==> src/design/sct_pkg.sv <==
`timescale 1ns / 1ps
`default_nettype none
// ----------------------------------------------------------------------------
// sct_pkg: shared types and constants of the star command tokeniser
// Character codes, scanner phase codes, the scanner state record and the
// layout of one result word.
// ----------------------------------------------------------------------------
package sct_pkg;

    localparam int ByteW   = 8;
    localparam int LetterW = 7;
    localparam int ValueW  = 31;
    localparam int PhaseW  = 2;
    localparam int OutDataW = 40;   // letter, value and flag, padded to whole bytes

    localparam logic [ValueW-1:0] VALUE_MAX = {ValueW{1'b1}};

    // Characters of interest
    localparam logic [ByteW-1:0] CHAR_STAR = 8'h2A;
    localparam logic [ByteW-1:0] CHAR_0    = 8'h30;
    localparam logic [ByteW-1:0] CHAR_9    = 8'h39;
    localparam logic [ByteW-1:0] CHAR_A    = 8'h41;
    localparam logic [ByteW-1:0] CHAR_D    = 8'h44;
    localparam logic [ByteW-1:0] CHAR_F    = 8'h46;
    localparam logic [ByteW-1:0] CHAR_I    = 8'h49;
    localparam logic [ByteW-1:0] CHAR_P    = 8'h50;
    localparam logic [ByteW-1:0] CHAR_Q    = 8'h51;
    localparam logic [ByteW-1:0] CHAR_R    = 8'h52;
    localparam logic [ByteW-1:0] CHAR_T    = 8'h54;

    // Scanner phases
    localparam logic [PhaseW-1:0] PH_IDLE   = 2'd0;
    localparam logic [PhaseW-1:0] PH_STAR   = 2'd1;
    localparam logic [PhaseW-1:0] PH_LETTER = 2'd2;
    localparam logic [PhaseW-1:0] PH_DIGITS = 2'd3;

    typedef struct packed {
        logic [PhaseW-1:0] phase;
        logic [ByteW-1:0]  held_letter;
        logic [ValueW-1:0] value_accumulator;
        logic              overflow_seen;
    } scan_state_t;

    typedef struct packed {
        logic              value_overflow;
        logic [ValueW-1:0] command_value;
        logic [LetterW-1:0] command_letter;
    } result_t;

    localparam scan_state_t SCAN_RESET = '{
        phase: PH_IDLE, held_letter: '0, value_accumulator: '0, overflow_seen: 1'b0
    };

endpackage
`default_nettype wire

==> src/design/star_command_tokenizer.sv <==
`timescale 1ns / 1ps
`default_nettype none
// ----------------------------------------------------------------------------
// star_command_tokenizer: finds '*'-letter-digits commands in a byte stream
// Each command leaves as one word carrying its letter, its decimal value
// (saturated) and an overflow flag.
//
//  Channel | Dir | Ports                          | Content
//  --------+-----+--------------------------------+-----------------------------
//  s_      | in  | s_tvalid s_tready s_tdata s_tlast | one text byte, end of string
//  m_      | out | m_tvalid m_tready m_tdata      | letter, value, overflow flag
//
// One byte is taken every cycle unless the spare result slot is full; the byte
// that completes a command passes the input register, then the scanner and result register.
// The scanner update itself is combinational: one multiply-by-ten add and
// compare on the 31-bit accumulator.
// Reset is synchronous on aresetn low and returns the scanner to idle.
// A stalled output is covered by a second result slot, so bytes keep flowing
// until both slots are full.
// ----------------------------------------------------------------------------
module star_command_tokenizer (
    input  wire logic        aclk,
    input  wire logic        aresetn,
    input  wire logic        s_tvalid,
    output logic             s_tready,
    input  wire logic [7:0]  s_tdata,   // [7:0] text_byte
    input  wire logic        s_tlast,   // end_of_text
    output logic             m_tvalid,
    input  wire logic        m_tready,
    output logic [39:0]      m_tdata    // [6:0] command_letter, [37:7] command_value,
                                        // [38] value_overflow, [39] zero
);
    import sct_pkg::*;

    logic        in_valid_reg;
    logic [7:0]  in_byte_reg;
    logic        in_last_reg;
    scan_state_t state_reg;
    scan_state_t state_next;
    logic        step_emit;
    result_t     step_result;
    logic        out_valid_reg;
    result_t     out_reg;
    logic        skid_valid_reg;
    result_t     skid_reg;
    logic        step_fire;
    logic        in_fire;
    logic        m_fire;

    // The scanner works on the registered byte whenever the spare slot is free
    assign step_fire = in_valid_reg && !skid_valid_reg;
    assign s_tready  = !in_valid_reg || step_fire;
    assign in_fire   = s_tvalid && s_tready;
    assign m_fire    = out_valid_reg && m_tready;

    // Input register
    always_ff @(posedge aclk) begin
        if (!aresetn) begin
            in_valid_reg <= 1'b0;
        end else if (s_tready) begin
            in_valid_reg <= s_tvalid;
        end
    end

    always_ff @(posedge aclk) begin
        if (in_fire) begin
            in_byte_reg <= s_tdata;
            in_last_reg <= s_tlast;
        end
    end

    sct_step u_step (
        .cur_state  (state_reg),
        .text_byte  (in_byte_reg),
        .end_of_text(in_last_reg),
        .next_state (state_next),
        .emit       (step_emit),
        .result     (step_result)
    );

    // Scanner state
    always_ff @(posedge aclk) begin
        if (!aresetn) begin
            state_reg <= SCAN_RESET;
        end else if (step_fire) begin
            state_reg <= state_next;
        end
    end

    // Result slot and spare slot
    always_ff @(posedge aclk) begin
        if (!aresetn) begin
            out_valid_reg  <= 1'b0;
            skid_valid_reg <= 1'b0;
        end else if (skid_valid_reg) begin
            if (m_fire) begin
                out_valid_reg  <= 1'b1;
                skid_valid_reg <= 1'b0;
            end
        end else if (out_valid_reg && !m_tready) begin
            if (step_fire && step_emit) begin
                skid_valid_reg <= 1'b1;
            end
        end else begin
            out_valid_reg <= step_fire && step_emit;
        end
    end

    always_ff @(posedge aclk) begin
        if (skid_valid_reg) begin
            if (m_fire) begin
                out_reg <= skid_reg;
            end
        end else if (out_valid_reg && !m_tready) begin
            if (step_fire && step_emit) begin
                skid_reg <= step_result;
            end
        end else if (step_fire && step_emit) begin
            out_reg <= step_result;
        end
    end

    assign m_tvalid = out_valid_reg;
    assign m_tdata  = {1'b0, out_reg.value_overflow, out_reg.command_value,
                       out_reg.command_letter};

endmodule
`default_nettype wire

==> src/design/sct_step.sv <==
`timescale 1ns / 1ps
`default_nettype none
// ----------------------------------------------------------------------------
// sct_step: one-byte update of the command scanner
// Given the current scanner state and one byte, works out the next state and
// whether a finished command leaves with this byte.
// ----------------------------------------------------------------------------
module sct_step (
    input  wire sct_pkg::scan_state_t cur_state,
    input  wire logic [7:0]       text_byte,
    input  wire logic             end_of_text,
    output sct_pkg::scan_state_t  next_state,
    output logic                  emit,
    output sct_pkg::result_t      result
);
    import sct_pkg::*;

    logic              is_digit;
    logic              is_letter;
    logic              is_star;
    logic [ValueW-1:0] acc_base;
    logic              ovf_base;
    logic [ValueW+3:0] acc_ext;
    logic [ValueW+3:0] acc_sum;
    logic              saturate;
    logic              run_end;
    scan_state_t       upd;

    // Character classes; bytes of 128 and up fall in none of them
    always_comb begin
        is_digit  = text_byte inside {[CHAR_0:CHAR_9]};
        is_letter = text_byte inside {CHAR_A, CHAR_F, CHAR_D, CHAR_I,
                                      CHAR_P, CHAR_R, CHAR_Q, CHAR_T};
        is_star   = (text_byte == CHAR_STAR);
    end

    // Decimal accumulate: value * 10 + digit, a fresh run starts from zero
    always_comb begin
        acc_base = (cur_state.phase == PH_DIGITS) ? cur_state.value_accumulator : '0;
        ovf_base = (cur_state.phase == PH_DIGITS) ? cur_state.overflow_seen : 1'b0;
        acc_ext  = {4'b0000, acc_base};
        acc_sum  = (acc_ext << 3) + (acc_ext << 1) + {{(ValueW){1'b0}}, text_byte[3:0]};
        saturate = (acc_sum > {4'b0000, VALUE_MAX});
    end

    // Phase transitions
    always_comb begin
        upd     = cur_state;
        run_end = 1'b0;
        case (cur_state.phase)
            PH_STAR: begin
                if (is_letter) begin
                    upd.held_letter = text_byte;
                    upd.phase       = PH_LETTER;
                end else if (is_star) begin
                    upd.phase = PH_STAR;
                end else begin
                    upd.phase = PH_IDLE;
                end
            end
            PH_LETTER, PH_DIGITS: begin
                if (is_digit) begin
                    upd.value_accumulator = saturate ? VALUE_MAX : acc_sum[ValueW-1:0];
                    upd.overflow_seen     = ovf_base | saturate;
                    upd.phase             = PH_DIGITS;
                end else begin
                    run_end   = (cur_state.phase == PH_DIGITS);
                    upd.phase = is_star ? PH_STAR : PH_IDLE;
                end
            end
            default: begin
                upd.phase = is_star ? PH_STAR : PH_IDLE;
            end
        endcase

        // A run still open at the end of the string leaves as well
        emit = run_end || (end_of_text && (upd.phase == PH_DIGITS));

        result.command_letter = upd.held_letter[LetterW-1:0];
        result.command_value  = upd.value_accumulator;
        result.value_overflow = upd.overflow_seen;

        next_state = end_of_text ? SCAN_RESET : upd;
    end

endmodule
`default_nettype wire

==> config.mk <==
export PLATFORM = sky130hd
export DESIGN_NAME = star_command_tokenizer
export DESIGN_NICKNAME = d
export VERILOG_FILES = /design/src/design/sct_pkg.sv /design/src/design/star_command_tokenizer.sv /design/src/design/sct_step.sv
export SDC_FILE = /design/constraint.sdc
export NUM_CORES = 1
export LEC_CHECK = 0
export BUFFER_PORTS_ARGS = -buffer_cell sky130_fd_sc_hd__buf_2
export CORE_ASPECT_RATIO = 2
export CORE_MARGIN = 3
export CORE_UTILIZATION = 40
export CTS_CLUSTER_SIZE = 8
export DETAILED_ROUTE_END_ITERATION = 10
export GPL_TIMING_DRIVEN = 0
export PLACE_DENSITY = 0.68
export REMOVE_ABC_BUFFERS = 1
export SLEW_MARGIN = 20
export SYNTH_ARGS = -nofsm -noshare
export SYNTH_HDL_FRONTEND = slang
export SYNTH_SLANG_ARGS = --single-unit
==> constraint.sdc <==
create_clock -name aclk -period 5.1 [get_ports aclk]
set_input_delay 0.255 -clock aclk [delete_from_list [all_inputs] [get_ports aclk]]
set_output_delay 0.255 -clock aclk [all_outputs]
set_load 0.01 [all_outputs]
==> results.tsv <==
stage	metric	value	unit
detailed_routing	DRC errors left	0	
detailed_routing	Routed Antenna Nets	0	
synth	Mapped Avg Cell Area	10.7	sq um
setup_path	CP delay by family, top	compound AO/OA/AOI/OAI gates	
global_routing	initial antenna violation count	0	
timing	Fmax	206	MHz
timing	Hold Vio Cnt, Final	0	
layout	most frequent cells in the layout	87 x edfxtp_1, 61 x ha_1, 58 x a21oi_1	
power	Lkg Pwr	0.00363	uW
detailed_routing	first-pass iteration count of the detailed router	5	
synth	synth warn	0	
clock_network	CTS Sinks	131	
setup_path	worst path required time	5290	ps
floorplan	Core Rows	71	
global_routing	vias in the first global route	6128	
synth	asr flop ratio synth	0	%
detailed_routing	DR WL/cell	18.7	microns
timing	Final min period	4840	ps
clock_network	htree depth	4	
synth	Yosys reg bits	131	
setup_path	Startpoint Class	register	
synth	Synth Instances	725	
synth	Synth Area in Simple Gates	11.9	%
synth	Seq/Total Area, Yosys	44.8	%
detailed_routing	DR vias/cell	5.75	
layout	commonest non-fill, non-tap cell in the layout	edfxtp_1	
global_routing	Total GRT Usage	18.1	%
place	HPWL after DPL	14100	microns
timing	RSZ-0062 raised after global routing	no	
synth	share of Yosys cell area claimed by the top area cell type	33.5	%
power	Peak VDD IR	0.000178	V
layout	Fillers	1786	
clock_network	Worst-Skew Late Latency	430	ps
layout	max FFs per register	41	
timing	final period utilization	95.0	%
clock_network	CTS max path bufs	2	
place	placer congestion estimate	0.929	
layout	share of cells above drive strength 1	24.7	%
synth	XOR/XNOR share of the synthesized area	3.47	%
timing	setup violators final	0	
setup_path	Critical path buffers and inverters	0	
layout	number of inserted diodes	0	
clock_network	Num CTS Buffers	17	
power	Comb pwr share	1.2	%
power	Psw	529	uW
global_routing	gr ovfl total	0	
setup_path	Slowest-stage cell, CP	o2111a_1	
clock_network	Root Driver	clkbuf_16	
synth	post-synthesis mux area share	6.36	%
global_routing	first-pass GRT wire length	30800	microns
timing	Slew Viols, Final	0	
floorplan	core box area	0.0190	sq mm
synth	complex-gate fraction of the synthesized area	20.3	%
synth	Most used DFF post-synth	edfxtp_1	
layout	Register Area	0.00350	sq mm
status	status	completed	
layout	Area Growth Syn to Fin	15.5	%
synth	synth unique cells	68	
setup_path	crit-path cells	and2_1 > nand2_1 > xnor2_1 > ha_1 > a31o_2 > ha_1 > a211oi_1 > o211a_1 > o21a_1 > o21ai_2 > a31oi_2 > xor2_2 > o2111a_1 > a21oi_2 > mux2_2	
setup_path	critical path arrival	5030	ps
synth	Synth area leader	edfxtp_1	
power	sequential share of power	47.2	%
clock_network	Clock Pin Slew Worst Setup and Hold Paths	70	ps
setup_path	Crit Path Max Fanout	34	
synth	leading post-synthesis cells by cell area	edfxtp_1 34%, dfxtp_1 11%, ha_1 9.8%	
synth	combinational family with the most area after synthesis	compound AO/OA/AOI/OAI gates	
floorplan	# IOs	55	
floorplan	die height	203	microns
floorplan	die area	0.0213	sq mm
setup_path	Worst path most repeated cell	ha_1	
floorplan	initial core utilization	41.0	%
layout	fin nets	846	
synth	post-synthesis adder-cell area fraction	10.1	%
synth	Cell Area, Synth	0.00779	sq mm
layout	area of the multi-input gates	0.00411	sq mm
timing	Clock Skew	15.3	ps
detailed_routing	wirelength, routed	19400	microns
layout	Design Area, Final	0.00900	sq mm
floorplan	die width	105	microns
timing	Slew @ Worst Pin	808	ps
global_routing	largest net degree at the start of global routing	35	
power	PwrDens	266	mW/mm^2
setup_path	Crit Path Class	reg -> reg	
place	placed inst area	0.00835	sq mm
power	Int Pwr	1870	uW
timing	headroom to the max-slew limit	46.0	%
power	Sw Ratio	22.1	%
synth	Post-synth EDFFs	87	
run	Max-Cap Viols	0	
setup_path	Crit. End Element	register	
setup_path	Crit path largest cell delay	790	ps
power	total power	2400	uW
detailed_routing	DR iter-0 viols	328	
power	Clock Power Share	51.6	%
min_path	Hold Crit Class	in -> reg	
place	Port Buf Inserts	53	
detailed_routing	vias	5974	
clock_network	CTS tree	yes	
## layer usage
layer / global-route usage [%] / wire (microns) / up-vias
met2: 33.9 / 10600 / 158
met5: 0 / 0 / -
met1: 18.4 / 7250 / 2887
met4: 11.5 / 1030 / 0
met3: 2.76 / 568 / 72
li1: - / - / 2857
## worst register-to-register path: cells and delay by family (launching register included)
family	cells	cell delay [ps]
compound gates	8	2380
flops	1	570
xor+xnor	2	510
fa+ha+maj	2	430
simple gates	2	420
mux	1	300
## layout make-up
cell class | count | share of cell area (%)
multi-input cells | 543 | 45.7
well taps | 255 | 3.55
repair buffers | 66 | 4.73
inverters | 12 | 0.501
flip-flops and latches | 131 | 38.9
clock buffers | 17 | 4.73
clock inverters | 15 | 1.86
## stage by stage
step | cells | utilization [%] | hold WS [ps] | TNS [ps] | worst slack, ps
6_report | 1039 | 47.3 | 11.4 | 0 | 256
5_1_grt | 1039 | 47.3 | 5.48 | 0 | 53.0
4_1_cts | 1038 | 47.2 | 3.02 | 0 | 71.5
3_5_place_dp | 1003 | 43.9 | 434 | -5870 | -270
3_3_place_gp | 993 | 43.0 | 433 | -170760 | -2370
2_1_floorplan | 685 | - | 354 | 0 | 24.8
## synth_stat cells (all sizes together) (3+ instances only)
cell type  number
edfxtp         87
a21oi          81
ha             61
o21ai          55
nor2           49
dfxtp          44
mux2           44
nand2          35
and3           31
clkbuf         26
xnor2          15
xor2           15
buf            14
a21o           13
inv            12
nor2b          12
nand3          10
o211ai          9
o221a           9
o22a            9
a22oi           8
nand4           8
a21boi          7
a31oi           7
and2            7
nor3            7
a211oi          6
nand2b          5
o21a            5
o21bai          5
a211o           3
## repair_timing
item | in CTS | in global routing
gates cloned | 0 | 1
pin swaps | 0 | 0
gates resized for setup | 2 | 3
endpoints found under the setup margin | 36 | 34
endpoints found under the hold margin | 3 | 0
hold buffers | 3 | 0
buffers inserted | 0 | 0
## cell families (layout without fill, tap and decap cells)
family | after synthesis | after routing
buffers and inverters | 52 | 110
xor gates and xnor gates | 30 | 30
and+or+nand+nor | 177 | 177
other | 1 | 1
adders and majority gates | 62 | 62
muxes | 44 | 44
DFF | 131 | 131
AOI/OAI and AO/OA | 228 | 229
## path summary, 6_finish.rpt
check                     start  cells after the start        endpoint  slack, ps
setup / recovery  state_reg[41]                     15     m_tdata[24]        260
hold / removal       s_tdata[4]                      1  in_byte_reg[4]         10
setup reg to reg  state_reg[41]                     15     m_tdata[24]        260
hold reg to reg   state_reg[23]                      1   state_reg[23]        480
## power groups by stage
stage	clock network, uW	registers (uW)	logic [uW]
after global routing	1290	1130	32.3
after detailed placement	0	1150	27.4
final	1240	1130	29.7
after global placement	0	1150	26.0
after CTS	1250	1130	29.2
after floorplan	0	1150	14.7
Note: power is estimated with default switching activity, not from simulation.
